==> config.mk <==
export PLATFORM = sky130hd
export DESIGN_NAME = descent_rate_window_trigger_core_flat
export DESIGN_NICKNAME = d
export VERILOG_FILES = /design/src/hw/rtl/drtw_pkg.sv /design/src/hw/rtl/drtw_in_if.sv /design/src/hw/rtl/drtw_out_if.sv /design/src/hw/rtl/descent_rate_window_trigger_core.sv /design/src/flat_wrapper.sv
export SDC_FILE = /design/constraint.sdc
export NUM_CORES = 1
export LEC_CHECK = 0
export ABC_AREA = 1
export BUFFER_PORTS_ARGS = -buffer_cell sky130_fd_sc_hd__buf_4
export CORE_ASPECT_RATIO = 1.2
export CORE_UTILIZATION = 60
export CTS_BUF_LIST = sky130_fd_sc_hd__clkbuf_4 sky130_fd_sc_hd__clkbuf_8
export DETAILED_ROUTE_END_ITERATION = 12
export GPL_TIMING_DRIVEN = 0
export PLACE_DENSITY = 0.77
export SLEW_MARGIN = 25
export SYNTH_ARGS = -nofsm -noshare
export SYNTH_HDL_FRONTEND = slang
export SYNTH_SLANG_ARGS = --single-unit
export TNS_END_PERCENT = 100
==> constraint.sdc <==
create_clock -name i_clk -period 7.4 [get_ports i_clk]
set_input_delay 0.74 -clock i_clk [delete_from_list [all_inputs] [get_ports i_clk]]
set_output_delay 0.74 -clock i_clk [all_outputs]
set_load 0.05 [all_outputs]
==> src/hw/rtl/drtw_pkg.sv <==
// Shared types and constants of the descent rate window trigger.
// No dependencies; every other file of the block depends on this package.
package drtw_pkg;

    localparam int HEIGHT_W   = 21;
    localparam int TIME_W     = 32;
    localparam int RATE_W     = 16;
    localparam int DIFF_W     = 16;
    localparam int QUO_W      = 26;
    localparam int CFG_IDX_W  = 3;
    localparam int CFG_DATA_W = 21;

    typedef logic signed [HEIGHT_W-1:0] t_height;
    typedef logic [TIME_W-1:0]          t_time;
    typedef logic [RATE_W-1:0]          t_rate;
    typedef logic [DIFF_W-1:0]          t_diff;
    typedef logic [QUO_W-1:0]           t_quo;
    typedef logic [CFG_IDX_W-1:0]       t_cfg_idx;
    typedef logic [CFG_DATA_W-1:0]      t_cfg_data;

    localparam t_cfg_idx REG_HEIGHT_MAX = 3'd0;
    localparam t_cfg_idx REG_HEIGHT_MIN = 3'd1;
    localparam t_cfg_idx REG_RATE_MAX   = 3'd2;
    localparam t_cfg_idx REG_RATE_MIN   = 3'd3;
    localparam t_cfg_idx REG_ARM_HEIGHT = 3'd4;

    localparam t_height RST_HEIGHT_MAX = 21'sd1000;
    localparam t_height RST_HEIGHT_MIN = 21'sd200;
    localparam t_rate   RST_RATE_MAX   = 16'd100;
    localparam t_rate   RST_RATE_MIN   = 16'd5;
    localparam t_height RST_ARM_HEIGHT = 21'sd1500;

    localparam t_diff DT_ZERO_SUBST = 16'd1000;

endpackage

==> src/hw/rtl/drtw_in_if.sv <==
// Sample channel of the descent rate window trigger.
// Depends on drtw_pkg for the field types.
interface drtw_in_if;
    logic               valid;
    logic               ready;
    drtw_pkg::t_height  height_above_ground;
    drtw_pkg::t_time    time_ms;
    logic               in_flight;

    modport source(output valid, output height_above_ground, output time_ms,
                   output in_flight, input ready);
    modport sink(input valid, input height_above_ground, input time_ms,
                 input in_flight, output ready);
endinterface

==> src/hw/rtl/drtw_out_if.sv <==
// Result channel of the descent rate window trigger.
// Depends on drtw_pkg for the field types.
interface drtw_out_if;
    logic             valid;
    logic             ready;
    logic             fire;
    logic             armed;
    drtw_pkg::t_rate  average_rate;

    modport source(output valid, output fire, output armed, output average_rate,
                   input ready);
    modport sink(input valid, input fire, input armed, input average_rate,
                 output ready);
endinterface

==> src/hw/rtl/descent_rate_window_trigger_core.sv <==
// Descent rate window trigger. One sample is taken per beat and gives one result beat;
// the result is formed by a bit-serial divider, which works out each pair rate and then
// the final average, while the ring memory is walked one entry per step.
// A new sample is taken once the previous one has left the datapath, even while its
// result still waits on the output. The ring is cleared at reset by per-entry valid bits.
module descent_rate_window_trigger_core #(
    parameter int RING_DEPTH = 8
) (
    input  logic                i_clk,
    input  logic                i_rst_n,
    input  logic                i_cfg_we,
    input  drtw_pkg::t_cfg_idx  i_cfg_idx,
    input  drtw_pkg::t_cfg_data i_cfg_data,
    drtw_in_if.sink             i_in,
    drtw_out_if.source          o_out
);
    import drtw_pkg::*;

    localparam int IDX_W = $clog2(RING_DEPTH);
    localparam logic [IDX_W-1:0] SLOT_LAST = IDX_W'(RING_DEPTH - 1);
    localparam logic [IDX_W-1:0] IDX_LAST  = IDX_W'(RING_DEPTH - 2);
    localparam int CNT_W = $clog2(QUO_W);
    localparam logic [CNT_W-1:0] CNT_LAST = CNT_W'(QUO_W - 1);

    localparam logic [3:0] ST_IDLE  = 4'd0;
    localparam logic [3:0] ST_WRITE = 4'd1;
    localparam logic [3:0] ST_LOAD  = 4'd2;
    localparam logic [3:0] ST_PAIR  = 4'd3;
    localparam logic [3:0] ST_MUL   = 4'd4;
    localparam logic [3:0] ST_DIV   = 4'd5;
    localparam logic [3:0] ST_ACC   = 4'd6;
    localparam logic [3:0] ST_FIN   = 4'd7;

    t_height r_height_max;
    t_height r_height_min;
    t_rate   r_rate_max;
    t_rate   r_rate_min;
    t_height r_arm_height;

    logic [3:0]            r_state;
    logic [IDX_W-1:0]      r_slot;
    logic [IDX_W-1:0]      r_idx;
    logic [CNT_W-1:0]      r_cnt;
    logic [RING_DEPTH-1:0] r_valid;
    logic                  r_avg;
    logic                  r_armed;
    logic                  r_out_valid;

    t_height r_mem_h [RING_DEPTH];
    t_time   r_mem_t [RING_DEPTH];
    t_height r_rd_h;
    t_time   r_rd_t;
    logic    r_rd_v;

    t_height r_h;
    t_time   r_t;
    logic    r_fly;
    t_height r_prev_h;
    t_time   r_prev_t;
    t_diff   r_dh;
    t_diff   r_div;
    t_diff   r_rem;
    t_quo    r_quo;
    t_rate   r_sum;
    logic    r_fire_q;
    logic    r_armed_q;
    t_rate   r_rate_q;

    logic [IDX_W-1:0] n_slot;
    t_height          cur_h;
    t_time            cur_t;
    logic [HEIGHT_W:0] dh_wide;
    t_time            dt_wide;
    t_diff            n_dh;
    t_diff            dt_mag;
    t_diff            n_dt;
    logic [DIFF_W:0]  trial;
    logic [DIFF_W:0]  trial_sub;
    logic             trial_ge;
    t_rate            n_sum;
    logic             n_armed;
    logic             n_fire;
    logic             in_take;
    logic             out_take;
    logic             fin_load;

    assign in_take  = i_in.valid && i_in.ready;
    assign out_take = r_out_valid && o_out.ready;
    assign fin_load = (r_state == ST_FIN) && (!r_out_valid || o_out.ready);

    assign i_in.ready         = (r_state == ST_IDLE);
    assign o_out.valid        = r_out_valid;
    assign o_out.fire         = r_fire_q;
    assign o_out.armed        = r_armed_q;
    assign o_out.average_rate = r_rate_q;

    always_comb begin
        n_slot = (r_slot >= SLOT_LAST) ? '0 : r_slot + 1'b1;

        cur_h = r_rd_v ? r_rd_h : '0;
        cur_t = r_rd_v ? r_rd_t : '0;

        dh_wide = {r_prev_h[HEIGHT_W-1], r_prev_h} - {cur_h[HEIGHT_W-1], cur_h};
        n_dh    = dh_wide[HEIGHT_W] ? t_diff'(-dh_wide[DIFF_W-1:0]) : dh_wide[DIFF_W-1:0];
        dt_wide = r_prev_t - cur_t;
        dt_mag  = dt_wide[TIME_W-1] ? t_diff'(-dt_wide[DIFF_W-1:0]) : dt_wide[DIFF_W-1:0];
        n_dt    = (dt_mag == '0) ? DT_ZERO_SUBST : dt_mag;

        trial     = {r_rem, r_quo[QUO_W-1]};
        trial_ge  = (trial >= {1'b0, r_div});
        trial_sub = trial - {1'b0, r_div};

        n_sum = r_sum + r_quo[RATE_W-1:0];

        n_armed = r_armed || (r_fly && (r_h > r_arm_height));
        n_fire  = n_armed && r_fly && (r_h < r_height_max) && (r_h > r_height_min)
                  && (r_quo[RATE_W-1:0] < r_rate_max) && (r_quo[RATE_W-1:0] > r_rate_min);
    end

    always_ff @(posedge i_clk) begin
        if (!i_rst_n) begin
            r_height_max <= RST_HEIGHT_MAX;
            r_height_min <= RST_HEIGHT_MIN;
            r_rate_max   <= RST_RATE_MAX;
            r_rate_min   <= RST_RATE_MIN;
            r_arm_height <= RST_ARM_HEIGHT;
        end else if (i_cfg_we) begin
            case (i_cfg_idx)
                REG_HEIGHT_MAX: r_height_max <= i_cfg_data;
                REG_HEIGHT_MIN: r_height_min <= i_cfg_data;
                REG_RATE_MAX:   r_rate_max   <= i_cfg_data[RATE_W-1:0];
                REG_RATE_MIN:   r_rate_min   <= i_cfg_data[RATE_W-1:0];
                REG_ARM_HEIGHT: r_arm_height <= i_cfg_data;
                default: ;
            endcase
        end
    end

    always_ff @(posedge i_clk) begin
        if (!i_rst_n) begin
            r_state     <= ST_IDLE;
            r_slot      <= '0;
            r_idx       <= '0;
            r_cnt       <= '0;
            r_valid     <= '0;
            r_avg       <= 1'b0;
            r_armed     <= 1'b0;
            r_out_valid <= 1'b0;
        end else begin
            if (fin_load) begin
                r_out_valid <= 1'b1;
            end else if (out_take) begin
                r_out_valid <= 1'b0;
            end
            case (r_state)
                ST_IDLE: begin
                    if (in_take) begin
                        r_state <= ST_WRITE;
                    end
                end
                ST_WRITE: begin
                    r_slot          <= n_slot;
                    r_valid[n_slot] <= 1'b1;
                    r_idx           <= '0;
                    r_avg           <= 1'b0;
                    r_state         <= ST_LOAD;
                end
                ST_LOAD: begin
                    r_state <= ST_PAIR;
                end
                ST_PAIR: begin
                    if (r_idx == '0) begin
                        r_idx   <= r_idx + 1'b1;
                        r_state <= ST_LOAD;
                    end else begin
                        r_state <= ST_MUL;
                    end
                end
                ST_MUL: begin
                    r_cnt   <= '0;
                    r_state <= ST_DIV;
                end
                ST_DIV: begin
                    r_cnt <= r_cnt + 1'b1;
                    if (r_cnt == CNT_LAST) begin
                        r_state <= r_avg ? ST_FIN : ST_ACC;
                    end
                end
                ST_ACC: begin
                    if (r_idx == IDX_LAST) begin
                        r_avg   <= 1'b1;
                        r_cnt   <= '0;
                        r_state <= ST_DIV;
                    end else begin
                        r_idx   <= r_idx + 1'b1;
                        r_state <= ST_LOAD;
                    end
                end
                ST_FIN: begin
                    if (fin_load) begin
                        r_armed <= n_armed;
                        r_state <= ST_IDLE;
                    end
                end
                default: begin
                    r_state <= ST_IDLE;
                end
            endcase
        end
    end

    always_ff @(posedge i_clk) begin
        if (r_state == ST_WRITE) begin
            r_mem_h[n_slot] <= r_h;
            r_mem_t[n_slot] <= r_t;
        end
        r_rd_h <= r_mem_h[r_idx];
        r_rd_t <= r_mem_t[r_idx];
        r_rd_v <= r_valid[r_idx];
    end

    always_ff @(posedge i_clk) begin
        case (r_state)
            ST_IDLE: begin
                if (in_take) begin
                    r_h   <= i_in.height_above_ground;
                    r_t   <= i_in.time_ms;
                    r_fly <= i_in.in_flight;
                end
            end
            ST_WRITE: begin
                r_sum <= '0;
            end
            ST_PAIR: begin
                r_prev_h <= cur_h;
                r_prev_t <= cur_t;
                r_dh     <= n_dh;
                r_div    <= n_dt;
            end
            ST_MUL: begin
                // The scale of 1000 is formed as 1024 - 16 - 8.
                r_quo <= (t_quo'(r_dh) << 10) - (t_quo'(r_dh) << 4) - (t_quo'(r_dh) << 3);
                r_rem <= '0;
            end
            ST_DIV: begin
                r_rem <= trial_ge ? trial_sub[DIFF_W-1:0] : trial[DIFF_W-1:0];
                r_quo <= {r_quo[QUO_W-2:0], trial_ge};
            end
            ST_ACC: begin
                r_sum <= n_sum;
                if (r_idx == IDX_LAST) begin
                    r_quo <= t_quo'(n_sum);
                    r_div <= t_diff'(RING_DEPTH);
                    r_rem <= '0;
                end
            end
            ST_FIN: begin
                if (fin_load) begin
                    r_fire_q  <= n_fire;
                    r_armed_q <= n_armed;
                    r_rate_q  <= r_quo[RATE_W-1:0];
                end
            end
            default: ;
        endcase
    end

endmodule

==> src/flat_wrapper.sv <==
// flat-port wrapper written by rule: the top's interface ports become plain ports
module descent_rate_window_trigger_core_flat import drtw_pkg::*;
#(
    parameter int RING_DEPTH = 8
)
  (i_clk, i_rst_n, i_cfg_we, i_cfg_idx, i_cfg_data, i_in_valid, i_in_height_above_ground, i_in_time_ms, i_in_in_flight, i_in_ready, o_out_valid, o_out_fire, o_out_armed, o_out_average_rate, o_out_ready);
  drtw_in_if i_in_i ();
  drtw_out_if o_out_i ();
  input  logic i_clk;
  input  logic i_rst_n;
  input  logic i_cfg_we;
  input  drtw_pkg::t_cfg_idx i_cfg_idx;
  input  drtw_pkg::t_cfg_data i_cfg_data;
  input wire logic [$bits(i_in_i.valid)-1:0] i_in_valid;
  input wire logic [$bits(i_in_i.height_above_ground)-1:0] i_in_height_above_ground;
  input wire logic [$bits(i_in_i.time_ms)-1:0] i_in_time_ms;
  input wire logic [$bits(i_in_i.in_flight)-1:0] i_in_in_flight;
  output wire logic [$bits(i_in_i.ready)-1:0] i_in_ready;
  output wire logic [$bits(o_out_i.valid)-1:0] o_out_valid;
  output wire logic [$bits(o_out_i.fire)-1:0] o_out_fire;
  output wire logic [$bits(o_out_i.armed)-1:0] o_out_armed;
  output wire logic [$bits(o_out_i.average_rate)-1:0] o_out_average_rate;
  input wire logic [$bits(o_out_i.ready)-1:0] o_out_ready;
  assign i_in_i.valid = i_in_valid;
  assign i_in_i.height_above_ground = i_in_height_above_ground;
  assign i_in_i.time_ms = i_in_time_ms;
  assign i_in_i.in_flight = i_in_in_flight;
  assign i_in_ready = i_in_i.ready;
  assign o_out_valid = o_out_i.valid;
  assign o_out_fire = o_out_i.fire;
  assign o_out_armed = o_out_i.armed;
  assign o_out_average_rate = o_out_i.average_rate;
  assign o_out_i.ready = o_out_ready;
  descent_rate_window_trigger_core #(.RING_DEPTH(RING_DEPTH)) u_core (.i_clk(i_clk), .i_rst_n(i_rst_n), .i_cfg_we(i_cfg_we), .i_cfg_idx(i_cfg_idx), .i_cfg_data(i_cfg_data), .i_in(i_in_i), .o_out(o_out_i));
endmodule
# Word level (Yosys, flattened, before mapping)
# Memory sizes are Yosys's and may differ from the RTL's. A register that Yosys moved wholly into a read port is not among the register bits.
# Index checks and enable logic that the tools add are counted.
[op_classes] add_sub_neg=11 n_lt_le_gt_ge=10 n_eq_ne=19 mux=36 bitwise=1 n_reduce_logical=34
[ops] cell="16-bit two-way mux" count=6
[ops] cell="26-bit case mux with 3 select lines" count=1
[ops] cell="16-bit case mux with 2 select lines" count=2
[ops] cell="16-bit case mux with 3 select lines" count=1
[ops] cell="21-bit greater-than comparator" count=2
[ops] cell="32-bit two-way mux" count=1
[ops] cell="16-bit negator" count=2
[ops] cell="4-bit case mux with 8 select lines" count=1
[ops] cell="32-bit subtractor" count=1
[ops] cell="26-bit two-way mux" count=1
[ops] cell="26-bit by 19-bit subtractor with 26-bit output" count=1
[ops] cell="26-bit by 20-bit subtractor with 26-bit output" count=1
[ops] cell="21-bit by 21-bit subtractor with 22-bit output" count=1
[ops] cell="21-bit < comparator" count=1
[ops] cell="21-bit two-way mux" count=1
[ops] cell="2-bit AND reduction" count=10
[ops] cell="17-bit by 16-bit greater-or-equal comparator with 1-bit output" count=1
[ops] cell="16-bit adder" count=1
[ops] cell="4-bit by 3-bit equality test with 1-bit output (second input constant)" count=4
[ops] cell="16-bit greater-than comparator" count=1
[ops] cell="16-bit zero test" count=1
[ops] cell="16-bit < comparator" count=1
[ops] cell="16-bit subtractor" count=1
[ops] cell="3-bit two-way mux" count=5
[ops] cell="other kinds (30)" count=63
[totals] register_bits=337 ram_bits=424 inputBits=83 output_inout_bits=20 word_cells=140 memories=2
[mem_list] memory="u_core.r_mem_t" depth=8 width=32 rd=1 rd_clocked_by_memory_dff=1 write_ports=1 line_no="descent_rate_window_trigger_core.sv:50" source="t_time r_mem_t [RING_DEPTH];"
[mem_list] memory="u_core.r_mem_h" depth=8 width=21 rd=1 rd_clocked_by_memory_dff=1 write_ports=1 line_no="descent_rate_window_trigger_core.sv:49" source="t_height r_mem_h [RING_DEPTH];"

# Logic depth before layout (Yosys ltp)
[depth] ltp_word=8 depth_mapped=26

# Least setup slack after synthesis
# Ideal clock, no wire load.
[synth_path] kind="register to register" startpoint="register u_core.r_state[0]" endpoint="register u_core.r_idx[2]" setup_ps=137 t_arrival_ps=4161 t_required_ps=7263 path_slack_ps=3101 path_stages_with_launch=10 path_cell_list="dfxtp_1 -> nand2_1 -> nor2_1 -> o21ai_0 -> inv_1 -> nor2_1 -> inv_1 -> nand2_1 -> o21ai_0 -> a211oi_1"
[synth_between] elab_chain_len=3 word_cells_on_any_way=8
[synth_rtl] element="from (decl)" line_no="descent_rate_window_trigger_core.sv:40" source="logic [3:0] r_state;"
[synth_rtl] element="from (signal assigned)" line_no="descent_rate_window_trigger_core.sv:186" source="r_state <= r_avg ? ST_FIN : ST_ACC;"
[synth_rtl] element="4-bit by 3-bit equality test with 1-bit output, or another cell as far along" line_no="descent_rate_window_trigger_core.sv:155" source="case (r_state)"
[synth_rtl] element="2-bit inequality test (no line), or another cell as far along"
[synth_rtl] element="3-bit AND reduction (no line)"
[synth_rtl] element="to (signal assigned)" line_no="descent_rate_window_trigger_core.sv:173" source="r_idx <= r_idx + 1'b1;"
[synth_rtl] element="to (signal assigned)" line_no="descent_rate_window_trigger_core.sv:195" source="r_idx <= r_idx + 1'b1;"
[synth_rtl] element="to (decl)" line_no="descent_rate_window_trigger_core.sv:42" source="logic [IDX_W-1:0] r_idx;"
# Several ways; a longest one is shown, not always the timed one.
# A chain may end at the register's enable or synchronous reset.

# Worst setup path after layout
[layout_path] startpoint="register u_core.r_rd_v" endpoint="register u_core.r_div[10] (data pin)"
[layout_between] elab_chain_len=7
[layout_rtl] element="from (decl)" line_no="descent_rate_window_trigger_core.sv:53" source="logic r_rd_v;"
[layout_rtl] element="from (signal assigned)" line_no="descent_rate_window_trigger_core.sv:219" source="r_rd_v <= r_valid[r_idx];"
[layout_rtl] element="32-bit two-way mux *" line_no="descent_rate_window_trigger_core.sv:101" source="cur_t = r_rd_v ? r_rd_t : '0;"
[layout_rtl] element="named net u_core.cur_t[0]" line_no="descent_rate_window_trigger_core.sv:71" source="t_time cur_t;"
[layout_rtl] element="32-bit subtractor *" line_no="descent_rate_window_trigger_core.sv:105" source="dt_wide = r_prev_t - cur_t;"
[layout_rtl] element="16-bit negator" line_no="descent_rate_window_trigger_core.sv:106" source="dt_mag = dt_wide[TIME_W-1] ? t_diff'(-dt_wide[DIFF_W-1:0]) : dt_wide[DIFF_W-1:0];"
[layout_rtl] element="16-bit two-way mux *" line_no="descent_rate_window_trigger_core.sv:106"
[layout_rtl] element="16-bit zero test" line_no="descent_rate_window_trigger_core.sv:107" source="n_dt = (dt_mag == '0) ? DT_ZERO_SUBST : dt_mag;"
[layout_rtl] element="16-bit two-way mux *" line_no="descent_rate_window_trigger_core.sv:107"
[layout_rtl] element="16-bit case mux with 2 select lines *" line_no="descent_rate_window_trigger_core.sv:223" source="case (r_state)"
[layout_rtl] element="to (signal assigned)" line_no="descent_rate_window_trigger_core.sv:238" source="r_div <= n_dt;"
[layout_rtl] element="to (signal assigned)" line_no="descent_rate_window_trigger_core.sv:253" source="r_div <= t_diff'(RING_DEPTH);"
[layout_rtl] element="to (decl)" line_no="descent_rate_window_trigger_core.sv:61" source="t_diff r_div;"
# Mark *: on every way through the listed nets, which the timed path passes. The rest lies on a longest branch.

==> results.md <==
- Setup crit start: u_core.r_rd_v
- Routed wire length: 91,800 um
- Max-Slew Margin vs Limit: 0.314
- Count leader, synth: edfxtp_1
- Worst Hold Class: in -> reg
- Die height: 276 um
- Clk_lat worst skew: 0.76 ns
- Mapped Nets: 3,978
- Router iterations before antenna repair: 6
- Endpoints failing hold: 0
- # rows: 100
- Avg Cell Area, Syn: 10.2 um^2
- Met2 capacity usage during global routing: 0.498
- H-tree depth: 3
- Tot Pwr: 14.0 mW
- Core Util, Final: 0.692
- Switching power: 4.65 mW
- Most instantiated cells after synthesis: edfxtp_1, nor2_1, nand2_1, inv_1, o21ai_0
- R2R depth: 21
- Max_cap viols: 0
- CP arrival: 4.92 ns
- # port buffers: 102
- Worst setup SP type: flip-flop
- Synth top area share: 0.510
- Power Density: 327 mW/mm^2
- Worst Path Buf+Inv: 5
- Setup bufs post-CTS: 0
- Crit-path max cell delay: 0.50 ns
- Global routing usage on met3: 0.0430
- Die Area: 0.0637 mm^2
- Core outline area: 0.0619 mm^2
- WP data required: 7.88 ns
- Setup CP Type: reg -> reg
- Layout Cells excl Fill: 4,845
- CP top delay family: simple AND/OR/NAND/NOR gates
- Minimum hold slack: 0.155 ns
- Ratio of cells with drive above 1 in the final layout: 0.0998
- Max Root-Sink Buffers: 3
- Mean number of vias per cell: 5.71
- Vias in the first global route: 27.3k
- Cell mode on critical path: nand3_1
- Crit path to: u_core.r_div[10]
- DR WL/cell: 18.9 um
- Nets: 4,231
- Yosys warns: 0
- Total gr overflow: 0
- CTS root buf: clkbuf_8
- Clock Pin Slew Worst Setup and Hold Paths: 0.07 ns
- Max VDD drop: 244 uV
- Design area: 0.0429 mm^2
- Global Route met1 Usage: 0.355
- Starting Density: 0.607
- Post-Synth Simple-Gate Area: 0.132
- Post-Syn Instances: 3,668
- Cell area after synthesis: 0.0376 mm^2
- Comb power frac: 0.270
- Post-DP Area: 0.0402 mm^2
- Clock power frac: 0.285
- Post-synthesis mux area share: 0
- Worst-path cell chain: clkbuf_1, clkbuf_1, nand2_1, inv_1, ha_1, inv_1, fa_1, inv_1, nand2_1, a21oi_1, nand3_1, nor2_1, nand3_1, nor2_1, nand3_1, nand3_1, nand3_1, nor2_1, nand3_4, nand2_8, nor2_2
- Total GRT Usage: 0.288
- Area leader, netlist: edfxtp_1
- Ports: 103
- Synth Area in Compound Gates: 0.120
- Cts hold-fix bufs: 0
- Net Sw Frac: 0.331
- Post-synthesis xor/xnor area fraction: 0.0123
- Setup tns final: 0 ns
- Tcrit/Tclk final: 0.600
- Shortest period the worst path allows: 4.44 ns
- Largest family of logic cells by synthesized area: simple AND/OR/NAND/NOR gates
- Path length in cells of the critical path: 21
- Initial antenna violation count: 1
- Worst-margin pin slew: 1.03 ns
- Die width: 231 um
- Via count: 27.6k
- First-pass GRT wire length: 142,000 um
- Sequential area share after synthesis: 0.603
- Max Slew Vio Count: 0
- Post-DRT Antenna Nets: 0
- R2R Path End: u_core.r_div[10]
- Post-synth top flop: edfxtp_1
- Final setup violation count: 0
- RR Startpoint: u_core.r_rd_v
- Async SR Flop Fraction: 0
- Seq cells post-synth: 813
- Setup ws final: 2.96 ns
- Hold_sp: i_in_time_ms[13]
- Area Overhead vs Synth: 14.0%
- CP max-delay cell: fa_1
- Initial drt markers: 2,449
- Total CTS buffers: 121
- GR peak layer: met2
- Worst slack at placement: 2.96 ns
- Max Clk Rate: 225 MHz
- Post-synth cell types: 54
- Internal power: 9.39 mW
- # DRC: 0
- R2R setup slack: 2.96 ns
- Status: completed
- Post-DP HPWL: 64,300 um
- Synth Area in Adders: 0.0781
- # clock sinks: 813
- Post-cts resize count: 0
- CTS tree: done
- Post-synth EDFFs: 639
- Setup crit end kind: flip-flop
- Sequential share of power: 0.445
- Post-Route Skew: 0.0379 ns
- Top cells by area, synth: edfxtp_1, dfxtp_1, ha_1
- Leakage: 17.2 nW
- RSZ-0062 raised after global routing: no
- Gpl congestion: 0.935
- Placed cells: 4,614
- Peak fanout along the critical path: 10
- Largest net degree at the start of global routing: 50
[power by group through the flow]
stage / sequential [mW] / combinational, mW / clock (mW)
after floorplan: 6.19 / 2.61 / 0
after global placement: 6.37 / 3.44 / 0
after detailed placement: 6.32 / 3.74 / 0
after CTS: 6.23 / 3.77 / 4.04
after global routing: 6.28 / 4.25 / 4.23
final: 6.24 / 3.79 / 4.01
[layer usage]
layer / up-vias / part of all wire
met5: - / 0
met3: 250 / 0.073
met2: 1158 / 0.49
met1: 13000 / 0.39
met4: 0 / 0.041
li1: 13200 / -
[cells by family after synthesis]
group | after synthesis
DFF | 813
adders and majority gates | 227
xor gates and xnor gates | 53
buffers and inverters | 539
AOI/OAI and AO/OA | 823
and+or+nand+nor | 1213
[worst min path at each step]
stage | end | slack (ns) | cells after the start
2_1_floorplan | u_core.r_rate_min[0] | 0.43 | 2
4_1_cts | u_core.r_t[13] | 0.1 | 1
5_1_grt | u_core.r_t[13] | 0.12 | 1
3_5_place_dp | u_core.r_rate_min[5] | 0.45 | 2
6_report | u_core.r_t[13] | 0.15 | 1
3_3_place_gp | u_core.r_valid[3] | 0.44 | 2
[cells in the final DEF, fill, tap and decap left out, drive strengths merged, types with 2 or more instances in the layout]
master,count
a211oi,5
a21boi,7
a21o,5
a21oi,237
a221o,6
a221oi,2
a22o,3
a31oi,60
a32o,2
a41oi,2
and2,5
and3,3
buf,145
bufinv,9
clkbuf,294
clkinv,32
clkinvlp,2
dfxtp,174
edfxtp,639
fa,13
ha,214
inv,417
nand2,485
nand3,99
nand3b,3
nand4,23
nor2,552
nor3,28
nor4,6
o2111ai,2
o211ai,28
o21a,5
o21ai,390
o21bai,4
o221ai,2
o22ai,57
o31ai,5
or2,8
xnor2,22
xor2,31
[flip-flops by register name (all words and copies together), names as in the netlist, 21 cells and up]
register,cells
u_core.r_height_min,21
u_core.r_mem_h,168
u_core.r_arm_height,21
u_core.r_quo,26
u_core.r_h,21
u_core.r_rd_h,21
u_core.r_mem_t,256
u_core.r_prev_t,32
u_core.r_t,32
u_core.r_height_max,21
u_core.r_prev_h,21
u_core.r_rd_t,32
[final cells by class]
type / instances / area [um^2]
Clock inverter: 49 / 524
Sequential cell: 813 / 22700
Clock buffer: 181 / 2190
Tap cell: 816 / 1020
Buffer: 128 / 505
Fill cell: 4482 / 19100
Antenna cell: 1 / 2.50
Timing Repair Buffer: 130 / 1450
Inverter: 411 / 1540
Multi-Input combinational cell: 2316 / 13000
No activity file was read; power rests on OpenSTA's default activity.
